## src/hw/rtl/sip_pkg.sv

```systemverilog
// Shared types and constants for the segment intersection pipeline.
// No dependencies; every other file of the block imports it.
`default_nettype none

package sip_pkg;

    // Lanes of the scaling and divide path: one per output coordinate.
    localparam int LANES   = 4;
    localparam int LANE_XA = 0;
    localparam int LANE_YA = 1;
    localparam int LANE_XB = 2;
    localparam int LANE_YB = 3;

    // Control that travels alongside the data of one transfer.
    typedef struct packed {
        logic             valid;
        logic             hit;
        logic [LANES-1:0] neg;    // sign of the lane's segment delta
    } t_ctrl;

endpackage

`default_nettype wire

```

## src/hw/rtl/sip_div_cell.sv

```systemverilog
// One cell of the divide chain: settles quotient bit SHIFT for every lane
// against the shared denominator and hands on to the next cell. Depends on sip_pkg.
`default_nettype none

module sip_div_cell #(
    parameter int W     = 16,
    parameter int SHIFT = 0
) (
    input  logic                                   i_clk,
    input  logic                                   i_rst_n,
    input  sip_pkg::t_ctrl                         i_ctrl,
    input  logic [sip_pkg::LANES-1:0][W-1:0]       i_start,
    input  logic [sip_pkg::LANES-1:0][3*W:0]       i_rem,
    input  logic [sip_pkg::LANES-1:0][W-1:0]       i_quo,
    input  logic [2*W:0]                           i_den,
    output sip_pkg::t_ctrl                         o_ctrl,
    output logic [sip_pkg::LANES-1:0][W-1:0]       o_start,
    output logic [sip_pkg::LANES-1:0][3*W:0]       o_rem,
    output logic [sip_pkg::LANES-1:0][W-1:0]       o_quo,
    output logic [2*W:0]                           o_den
);
    import sip_pkg::*;

    localparam int RW = 3 * W + 1;

    logic [RW-1:0]              den_sh;
    logic [LANES-1:0][RW-1:0]   n_rem;
    logic [LANES-1:0][W-1:0]    n_quo;
    t_ctrl                      r_ctrl;
    logic [LANES-1:0][W-1:0]    r_start;
    logic [LANES-1:0][RW-1:0]   r_rem;
    logic [LANES-1:0][W-1:0]    r_quo;
    logic [2*W:0]               r_den;

    assign den_sh = RW'(i_den) << SHIFT;

    // restoring step: take the shifted denominator off where it fits
    always_comb begin
        for (int l = 0; l < LANES; l++) begin
            if (i_rem[l] >= den_sh) begin
                n_rem[l] = i_rem[l] - den_sh;
                n_quo[l] = i_quo[l] | (W'(1) << SHIFT);
            end else begin
                n_rem[l] = i_rem[l];
                n_quo[l] = i_quo[l];
            end
        end
    end

    always_ff @(posedge i_clk) begin
        if (!i_rst_n) begin
            r_ctrl <= '0;
        end else begin
            r_ctrl <= i_ctrl;
        end
    end

    always_ff @(posedge i_clk) begin
        r_start <= i_start;
        r_rem   <= n_rem;
        r_quo   <= n_quo;
        r_den   <= i_den;
    end

    assign o_ctrl  = r_ctrl;
    assign o_start = r_start;
    assign o_rem   = r_rem;
    assign o_quo   = r_quo;
    assign o_den   = r_den;

endmodule

`default_nettype wire

```

## config.mk

```make
export PLATFORM = sky130hd
export DESIGN_NAME = sip_div_cell
export DESIGN_NICKNAME = d
export VERILOG_FILES = /design/src/hw/rtl/sip_pkg.sv /design/src/hw/rtl/sip_div_cell.sv
export SDC_FILE = /design/constraint.sdc
export NUM_CORES = 1
export LEC_CHECK = 0
export BUFFER_PORTS_ARGS = -buffer_cell sky130_fd_sc_hd__buf_2
export CORE_AREA = 10 10 273 275
export CTS_CLUSTER_SIZE = 20
export DETAILED_ROUTE_END_ITERATION = 7
export DIE_AREA = 0 0 283 285
export HOLD_SLACK_MARGIN = 0.15
export SLEW_MARGIN = 10
export SYNTH_ARGS = -nofsm -noshare
export SYNTH_HDL_FRONTEND = slang
export SYNTH_SLANG_ARGS = --single-unit
```

## constraint.sdc

```tcl
create_clock -name i_clk -period 4.53 [get_ports i_clk]
set_clock_uncertainty 0.05 [all_clocks]
set_input_delay 0 -clock i_clk [delete_from_list [all_inputs] [get_ports i_clk]]
set_output_delay 0 -clock i_clk [all_outputs]
set_load 0.02 [all_outputs]
```

# After elaboration in Yosys (flattened, before gate mapping)
# Index checks and enable logic that the tools add are counted.
op_classes:
  n_addsub: 4
  order_cmp: 4
  mux: 4
ops:
  columns: ["cell", "n"]
  rows:
  - ["49-bit by 33-bit greater-or-equal comparator with 1-bit output", 4]
  - ["49-bit 2-to-1 mux", 4]
  - ["49-bit by 33-bit subtractor with 49-bit output", 4]
word_totals:
  regBits: 363
  in_bits: 365
  output_inout_bits: 363
  wordCells: 32

# Depth between registers and ports, before layout
# Gate-level depths: netlist (run 1).
depth:
  word_depth: 2
  mapped_depth: 14
  ltp_nobuf: 12

# Worst setup path before layout (run 1)
# No wires, ideal clock.
synth_path:
  kind: "input to register"
  startpoint: "input port i_rem[49] (netlist name)"
  endpoint: "register r_rem (netlist bit o_rem[97])"
  setup_ps: 143
  t_arrival_ps: 2503
  required_ps: 4337
  slack_ps: 1834
  stages: 12
  n_path_buf: 0
  path_cell_list: "inv_1 > ha_1 > fa_1 > nand2b_1 > a21o_1 > and3_1 > o31ai_1 > a21oi_1 > o21a_1 > o21ai_0 > a2111oi_0 > xor2_1"
synth_lines:
  columns: ["element", "line_no", "text"]
  rows:
  - ["start: declaration", "sip_div_cell.sv:13", "input logic [sip_pkg::LANES-1:0][3*W:0] i_rem,"]
  - ["end signal: assignment", "sip_div_cell.sv:60", "r_rem <= n_rem;"]
  - ["end: declaration", "sip_div_cell.sv:31", "logic [LANES-1:0][RW-1:0] r_rem;"]

==> results of run 1 <==
==> worst max-delay path: stages <==
cell	delay (ns)
dlygate4sd3_1	0.53
buf_2	0.12
inv_1	0.45
ha_1	0.42
a21oi_1	0.19
o21ai_0	0.15
or2_2	0.32
a2111oi_1	0.58
o21ai_2	0.27
nor2_4	0.20
buf_4	0.19
nand2_1	0.07
dlygate4sd3_1	0.54
o21ai_0	0.08
dlygate4sd3_1	0.57
==> synth_stat cells, types with 14 or more instances <==
cell | n | area share
or3_1 | 21 | 0.0073
inv_1 | 74 | 0.015
a21oi_1 | 205 | 0.057
nor3_1 | 43 | 0.012
nor2b_1 | 17 | 0.0059
nand4_1 | 42 | 0.015
nor4_1 | 30 | 0.010
clkbuf_1 | 64 | 0.013
nand3_1 | 43 | 0.012
dfxtp_1 | 363 | 0.40
o21a_1 | 15 | 0.0062
and3_1 | 14 | 0.0049
a211oi_1 | 18 | 0.0075
o21ai_0 | 149 | 0.041
xor2_1 | 89 | 0.043
a21o_1 | 59 | 0.025
nand2_1 | 194 | 0.040
nor2_1 | 152 | 0.032
xnor2_1 | 94 | 0.046
ha_1 | 132 | 0.092
nand2b_1 | 34 | 0.012
o21bai_1 | 28 | 0.012
==> registers in the layout, indices dropped and copies added, names as in the netlist <==
signal   cells
o_den       33
o_quo       64
o_ctrl       6
o_rem      196
o_start     64
==> layout make-up <==
cell class              instances  area (sq um)
diodes                         21         52.55
flip-flops and latches        363          7267
clock inverters                21         225.2
inverters                      74         281.5
clock buffers                  58          1255
well taps                     940          1176
fillers                      6516         37630
repair buffers               1492         11230
multi-input cells            1560         10190
==> timing repair <==
item / 4_1_cts / 5_1_grt
resized for setup: 0 / 6
endpoints found under the hold margin: 363 / 0
hold buffers: 737 / 0
setup buffers: 0 / 4
endpoints found under the setup margin: 0 / 13
==> power by group through the flow <==
stage | Clock, mW | Combinational (mW) | Sequential (mW)
floorplan | 0 | 1.10 | 4.25
global placement | 0 | 2.84 | 3.76
detailed placement | 0 | 2.82 | 3.76
CTS | 3.75 | 3.45 | 3.70
global route | 3.87 | 3.73 | 3.74
finish | 3.67 | 3.48 | 3.71
==> kinds of logic after synthesis <==
group / Yosys count
xor gates and xnor gates: 183
and+or+nand+nor: 656
DFF: 363
muxes: 12
buffers and inverters: 157
adders and majority gates: 136
AOI/OAI and AO/OA: 572
==> routing by layer <==
layer,global-route usage,part of all wire,up-vias
li1,-,-,10349
met1,0.2869,0.39,10343
met2,0.4219,0.46,1036
met3,0.06379,0.073,243
met4,0.1804,0.083,4
met5,0,0.00019,-
==> final timing paths <==
kind / to / slack (ns) / cells after the start
max: o_rem[31] / 0.32 / 15
min: o_rem[154] / 0.18 / 4
==> results_dict.tcl, run 1 <==
set metrics [dict create \
    cts_buffers 45 \
    place_ws_ns 0.8325 \
    ys.flop_type "dfxtp_1" \
    min_period_ns 4.209 \
    placed_cells 3687 \
    cts_tree "built" \
    timing.final.max_slew_violations 0 \
    hpwl_mm 81.53 \
    arrival_ns 4.70 \
    clkSinkCount 363 \
    min_path_type "in -> reg" \
    first_pass_iters 6 \
    synth_compound_area_frac 0.1915 \
    via_per_inst 4.852 \
    cp-start-kind "input pin" \
    start_util 0.2605 \
    grt_max_degree 48 \
    worst_slew_pin_slew_ns 0.7318 \
    synthCells 2079 \
    synth_edf_count 0 \
    cap_violations 0 \
    fp.dieH_um 285 \
    rsz0062_at_grt "false" \
    yosys.cell_types.count 75 \
    gp_congestion 0.9683 \
    worst_hold_slack_ns 0.1801 \
    grt_usage 0.2556 \
    yosys.area_share.simple 0.1791 \
    ys_seq_elements 363 \
    power_density_nw_per_um2 342.9 \
    synth_mux_area_frac 0.007348 \
    netSwitchingPower_mw 3.712 \
    leakagePower_nw 14.22 \
    fmax_ghz 0.2376 \
    setup_ws_ns 0.3211 \
    yosysWarnings 0 \
    relSlewSlack 0.4996 \
    total_power_mw 10.86 \
    die_w_um 283 \
    vdd_drop_max_v 0.0002847 \
    setup_tns_ns 0 \
    drc 0 \
    utilization 0.4571 \
    min_from "i_rem[154]" \
    ys_async_sr_fraction 0 \
    areaGrowthSynthToFinish_pct 75.48 \
    drive_gt1_frac 0.2419 \
    clkTransAtPathRegs_ns 0.06 \
    drt-total-wl_mm 107.8 \
    pwr-share-comb 0.321 \
    rows 97 \
    p_sw_frac 0.3418 \
    num-nets-final 4037 \
    synth_top_family_by_area "compound AO/OA/AOI/OAI gates" \
    seq_area_frac_synth 0.4026 \
    placement.cell_area_sq_um 22700 \
    synthesis.nets 2580 \
    grt_first_pass_wirelength_mm 154.7 \
    via_count 21975 \
    grt_pass1_vias 22632 \
    clockBufferDepth 3 \
    synth_xor_area_frac 0.08880 \
    root_buffer "clkbuf_16" \
    io_pins 728 \
    seqPwrFrac 0.341 \
    grt_remaining_overflow 0 \
    htreeDepth 2 \
    failed_checks "antenna rules" \
    final_cells 4529 \
    synthAdderAreaFrac 0.09594 \
    setup.worst_path.end_class "register" \
    critical_path_required_ns 5.02 \
    postSynthAreaPerCell_sq_um 8.682 \
    final_hold_viol_count 0 \
    outcome "finished, violations left" \
    timing.final.crit_share 0.9291 \
    p_int_mw 7.150 \
    pwr-share-clk 0.338 \
    final_cell_mix "dlygate4sd3_1 (737), buf_2 (727), dfxtp_1 (363)" \
    layout_commonest_cell "dlygate4sd3_1" \
    critical_path_class "in -> reg" \
    core_area_sq_um 69300 \
    antenna_left 1 \
    port_buffers 727 \
    final_cell_area_sq_um 31670 \
    setup_viol 0 \
    syn_area_sq_um 18050 \
    critPathLaunch "i_den[26]" \
    antenna_found_initial 17 \
    crit_path_max_fanout 8 \
    wl_per_cell_um 23.81 \
    die_area_sq_um 80660 \
    initialDrtViolationCount 1564 \
]
(Power assumes the default switching activity.)
==> run 2: changes to the inputs <==
==> constraint.sdc (replaced) <==
create_clock -name i_clk -period 4 [get_ports i_clk]
set_clock_uncertainty 0.05 [all_clocks]
set_input_delay 0 -clock i_clk [delete_from_list [all_inputs] [get_ports i_clk]]
set_output_delay 0 -clock i_clk [all_outputs]
set_load 0.02 [all_outputs]
==> run 2 against run 1 <==
  * The flow now finishes without violations
  * Worst setup slack got worse by 0.21 ns
  * Highest routed layer unchanged
  * Die area unchanged
  * Flip-flop and latch count stayed put
  * Power increased by 13%
  * Sequential power is 13% higher
  * Combinational power grew 12%
  * Utilization down 0.25 points
==> results_dict.tcl, run 2 (synthesis gave the netlist of run 1 again) <==
set metrics [dict create \
    fmax_ghz 0.2571 \
    power_density_nw_per_um2 388.6 \
    setup_viol 0 \
    clkTransAtPathRegs_ns 0.06 \
    pwr-share-comb 0.319 \
    die_w_um 283 \
    cts_tree "built" \
    worst_slew_pin_slew_ns 0.6848 \
    min_period_ns 3.890 \
    p_int_mw 8.125 \
    total_power_mw 12.24 \
    hpwl_mm 81.79 \
    relSlewSlack 0.5317 \
    setup_tns_ns 0 \
    timing.final.crit_share 0.9724 \
    grt_max_degree 58 \
    min_to "o_rem[15]" \
    cp-start-kind "input pin" \
    grt_remaining_overflow 0 \
    p_sw_frac 0.3362 \
    outcome "complete, no violations" \
    regArea_sq_um 7267 \
    final_cell_mix "buf_2 (727), dlygate4sd3_1 (687), dfxtp_1 (363)" \
    worst_hold_slack_ns 0.1924 \
    fillers 6527 \
    seqPwrFrac 0.343 \
    drc 0 \
    antenna_found_initial 15 \
    fp.dieH_um 285 \
    min_from "i_rem[15]" \
    wl_per_cell_um 23.81 \
    start_util 0.2605 \
    via_per_inst 4.821 \
    multi_input_area_sq_um 10260 \
    leakagePower_nw 14.15 \
    root_buffer "clkbuf_16" \
    areaGrowthSynthToFinish_pct 74.53 \
    die_area_sq_um 80660 \
    num-nets-final 4013 \
    via_count 21679 \
    clockBufferDepth 3 \
    core_area_sq_um 69300 \
    io_pins 728 \
    drive_gt1_frac 0.2568 \
    min_path_cells 4 \
    netSwitchingPower_mw 4.115 \
    pwr-share-clk 0.338 \
    clkSinkCount 363 \
    cts_buffers 43 \
    critical_path_required_ns 4.40 \
    crit_path_max_fanout 57 \
    setup.worst_path.end_class "register" \
    rows 97 \
    vdd_drop_max_v 0.0003300 \
    gp_congestion 0.9777 \
    placement.cell_area_sq_um 22830 \
    grt_usage 0.2544 \
    arrival_ns 4.29 \
    min_path_type "in -> reg" \
    initialDrtViolationCount 1396 \
    grt_first_pass_wirelength_mm 153.8 \
    final_cell_area_sq_um 31500 \
    largest_register_ffs 196 \
    timing.final.max_slew_violations 0 \
    cap_violations 0 \
    port_buffers 727 \
    drt-total-wl_mm 107.1 \
    first_pass_iters 7 \
    htreeDepth 2 \
    critical_path_class "in -> reg" \
    grt_pass1_vias 22426 \
    antenna_left 0 \
    layout_commonest_cell "buf_2" \
    final_hold_viol_count 0 \
]
[run 2: how the worst max path moves through the flow]
stage | startpoint | slack [ns] | cells past startpoint | endpoint
after global placement | i_den[20] | 0.54 | 13 | o_rem[14]
after global routing | i_den[2] | -0.005 | 14 | o_rem[46]
after floorplan | i_rem[49] | 1.30 | 12 | o_rem[97]
final | i_den[18] | 0.11 | 14 | o_rem[106]
after detailed placement | i_den[2] | 0.47 | 12 | o_rem[144]
after CTS | i_den[2] | 0.06 | 14 | o_rem[140]
[run 2: timing repair]
item,4_1_cts,5_1_grt
endpoints found under the hold margin,363,0
endpoints found under the setup margin,0,41
hold buffers,687,0
setup buffers,0,17
resized for setup,0,30
[run 2: power groups by stage]
stage          Clock (mW)  Combinational, mW  Sequential (mW)
3_3_place_gp            0               3.23             4.26
3_5_place_dp            0               3.21             4.26
2_1_floorplan           0               1.25             4.82
5_1_grt              4.36               4.17             4.23
4_1_cts              4.24               3.85             4.19
6_report             4.14               3.90             4.20
[run 2: per-stage QoR]
stage / util / setup slack [ns] / instances
final: 0.4546 / 0.1104 / 4497
after detailed placement: 0.3295 / 0.4727 / 3703
after global routing: 0.4542 / -0.005209 / 4488
after global placement: 0.3295 / 0.5383 / 3703
after CTS: 0.4501 / 0.05966 / 4467
after floorplan: - / 1.304 / 2079
[run 2: critical path: stages]
cell and delay, ns:
dlygate4sd3_1 0.52, buf_2 0.13, clkinvlp_4 0.35, buf_4 0.27, ha_1 0.36, a21oi_1 0.20
o21ai_0 0.14, or3_1 0.41, o2111ai_1 0.24, nand4b_1 0.34, buf_4 0.26, buf_12 0.18
mux2_2 0.29, dlygate4sd3_1 0.55
[run 2: final cells by class]
cell class | instances | share of cell area
antenna | 13 | 0.001033
clock buffer | 54 | 0.03769
clock inverter | 23 | 0.009215
inverter | 74 | 0.009652
multi-input combinational | 1559 | 0.3258
sequential | 363 | 0.2307
tap | 940 | 0.03734
timing repair buffer | 1471 | 0.3486
[run 2: per-layer routing]
metal  GRT usage  wire length (um)  up-vias
met2      0.4402             51220      935
met3     0.05750              7268      214
met5           0                97        -
li1            -                 -    10286
met1      0.2846             41240    10230
met4      0.1480              7265       14
==> run 3: changes to the inputs <==
--- a/config.mk
+++ b/config.mk
@@ -5,11 +5,12 @@
 export SDC_FILE = /design/constraint.sdc
 export NUM_CORES = 1
 export LEC_CHECK = 0
+export ABC_AREA = 1
 export BUFFER_PORTS_ARGS = -buffer_cell sky130_fd_sc_hd__buf_2
-export CORE_AREA = 10 10 273 275
+export CORE_AREA = 10 10 276 278
 export CTS_CLUSTER_SIZE = 20
 export DETAILED_ROUTE_END_ITERATION = 7
-export DIE_AREA = 0 0 283 285
+export DIE_AREA = 0 0 286 288
 export HOLD_SLACK_MARGIN = 0.15
 export SLEW_MARGIN = 10
 export SYNTH_ARGS = -nofsm -noshare
==> run 3 against run 2 <==
  * Flip-flop and latch count stayed put
  * Worst hold slack got worse by 0.022 ns
  * Count of clock-buffer cells in the layout rose by 1
  * Critical path depth unchanged
  * Area after synthesis up 38%
  * Fmax grew 0.64%
  * Power rose by 4.5%
  * Critical path type unchanged
==> results_dict.tcl, run 3 <==
set metrics [dict create \
    outcome "complete, no violations" \
    leakagePower_nw 20.71 \
    cap_violations 0 \
    drive_gt1_frac 0.1743 \
    fillers 7106 \
    grt_remaining_overflow 0 \
    syn_area_sq_um 24880 \
    cpPeakStageDelay_ns 0.64 \
    worstPathCellList "dlygate4sd3_1, buf_2, inv_1, ha_1, a21oi_1, o21ai_0, a21oi_1, nand2_1, nor2_2, nand2_4, inv_4, nand2_1, o21ai_1, dlygate4sd3_1" \
    seq_area_frac_synth 0.2921 \
    first_pass_iters 6 \
    pwr-share-clk 0.324 \
    ys_async_sr_fraction 0 \
    synth_compound_area_frac 0.04657 \
    synthAdderAreaFrac 0.06961 \
    synth_edf_count 0 \
    cts_tree "built" \
    arrival_ns 4.34 \
    slowest_stage "inv_1" \
    cts_buffers 41 \
    grt_pass1_vias 31360 \
    final_cell_mix "nand2_1 (1,719), inv_1 (852), buf_2 (727)" \
    synth_mux_area_frac 0 \
    synth_top_area_cell "dfxtp_1" \
    hpwl_mm 114.4 \
    placed_cells 5832 \
    cp-endpoint "o_rem[99]" \
    wl_per_cell_um 21.94 \
    vdd_drop_max_v 0.0003166 \
    root_buffer "clkbuf_16" \
    final_hold_viol_count 0 \
    yosysWarnings 0 \
    setup.worst_path.end_class "register" \
    critical_path_required_ns 4.47 \
    rows 98 \
    seqPwrFrac 0.332 \
    grt_first_pass_wirelength_mm 206.6 \
    postSynthAreaPerCell_sq_um 5.961 \
    gp_congestion 1.046 \
    yosys.area_share.simple 0.4200 \
    grt_usage 0.3368 \
    p_int_mw 8.090 \
    htreeDepth 2 \
    layout_commonest_cell "nand2_1" \
    timing.final.crit_share 0.9662 \
    setup_tns_ns 0 \
    die_w_um 286 \
    drc 0 \
    clockBufferDepth 3 \
    p_sw_frac 0.3675 \
    netSwitchingPower_mw 4.701 \
    start_util 0.3510 \
    total_power_mw 12.79 \
    power_density_nw_per_um2 338.4 \
    areaGrowthSynthToFinish_pct 51.95 \
    crit_path_max_fanout 62 \
    min_path_type "in -> reg" \
    yosys.cell_types.count 38 \
    largest_register_ffs 196 \
    antenna_found_initial 14 \
    via_count 31350 \
    min_period_ns 3.865 \
    clkTransAtPathRegs_ns 0.06 \
    core_area_sq_um 70870 \
    synth_top_family_by_area "simple AND/OR/NAND/NOR gates" \
    drt-total-wl_mm 144.7 \
    worst_hold_slack_ns 0.1707 \
    grt_max_degree 63 \
    netlist_top_cells_area "dfxtp_1 (29%), nand2_1 (26%), inv_1 (13%)" \
    crit_cells 14 \
    setup_viol 0 \
    worst-path-buf-inv 5 \
    via_per_inst 4.752 \
    place_ws_ns 0.7798 \
    initialDrtViolationCount 2560 \
    cp-start-kind "input pin" \
    synthCells 4173 \
    synth_top_cell_area_share 0.2921 \
    synth_most_common_cell "nand2_1" \
    setup_ws_ns 0.1353 \
    die_area_sq_um 82370 \
    clkSinkCount 363 \
    critPathLaunch "i_den[32]" \
    ys.flop_type "dfxtp_1" \
    fp.dieH_um 288 \
    rsz0062_at_grt "false" \
    antenna_left 0 \
    fmax_ghz 0.2587 \
    ys_seq_elements 363 \
    final_cells 6597 \
    synthesis.nets 4674 \
    io_pins 728 \
    port_buffers 727 \
    synth_xor_area_frac 0.02746 \
    post_cts_buffers 0 \
    synth_common_cells "nand2_1 (1,719), inv_1 (852), dfxtp_1 (363)" \
    cp_top_family "buffers and inverters" \
    pwr-share-comb 0.344 \
    num-nets-final 6109 \
    timing.final.max_slew_violations 0 \
    worst_slew_pin_slew_ns 0.8840 \
    relSlewSlack 0.4100 \
    critical_path_class "in -> reg" \
]
run 3: how the worst min path moves through the flow:
stage                    start          to  slack [ns]  depth (start not counted)
CTS                 i_rem[119]  o_rem[119]        0.15                          4
global placement     i_quo[11]   o_quo[11]        0.05                          1
finish              i_rem[173]  o_rem[173]        0.17                          4
floorplan             i_den[0]    o_den[0]       -0.02                          0
global route         i_rem[15]   o_rem[15]        0.17                          4
detailed placement   i_quo[60]   o_quo[60]        0.05                          1
run 3: worst min-delay path, stage by stage:
cell and delay, ns:
dlygate4sd3_1 0.53, buf_2 0.14, nand2_1 0.05, nand2_1 0.05
run 3: through the flow:
| stage | util | instance area [sq um] |
|---|---|---|
| 2_1_floorplan | - | 24880 |
| 3_3_place_gp | 0.4160 | 29480 |
| 3_5_place_dp | 0.4160 | 29480 |
| 4_1_cts | 0.5331 | 37780 |
| 5_1_grt | 0.5333 | 37790 |
| 6_report | 0.5333 | 37800 |
run 3: cells by family (layout without fill, tap and decap cells):
logic type,Yosys count,count (layout)
AND/OR/NAND/NOR,2517,2517
AO/OA/AOI/OAI,186,186
XOR/XNOR,78,78
buffers and inverters,893,2360
other,0,7
adder cells (fa/ha/maj),136,136
flip-flops,363,363
run 3: routing by layer:
layer  global-route usage  part of all wire
met5                    0           0.00021
met4               0.2102             0.072
met3              0.06047             0.071
met2               0.5582              0.46
met1               0.3999              0.40
run 3: layout make-up:
class | count | area (sq um) | share of cell area
flip-flops and latches | 363 | 7267 | 0.1923
clock buffers | 55 | 1170 | 0.03095
well taps | 950 | 1189 | 0.03145
multi-input cells | 2917 | 14020 | 0.3710
clock inverters | 20 | 290.3 | 0.007680
repair buffers | 1423 | 10600 | 0.2804
inverters | 862 | 3246 | 0.08587
diodes | 7 | 17.52 | 0.0004634
run 3: repair_timing:
item	in CTS	in global routing
hold buffers	683	0
hold endpoints to repair	363	0
gates resized for setup	0	0
run 3: power groups by stage:
stage | clock network, mW | registers [mW] | logic, mW
floorplan | 0 | 4.75 | 1.66
global placement | 0 | 4.31 | 3.74
detailed placement | 0 | 4.30 | 3.74
CTS | 4.20 | 4.23 | 4.32
global route | 4.34 | 4.26 | 4.72
finish | 4.14 | 4.25 | 4.40
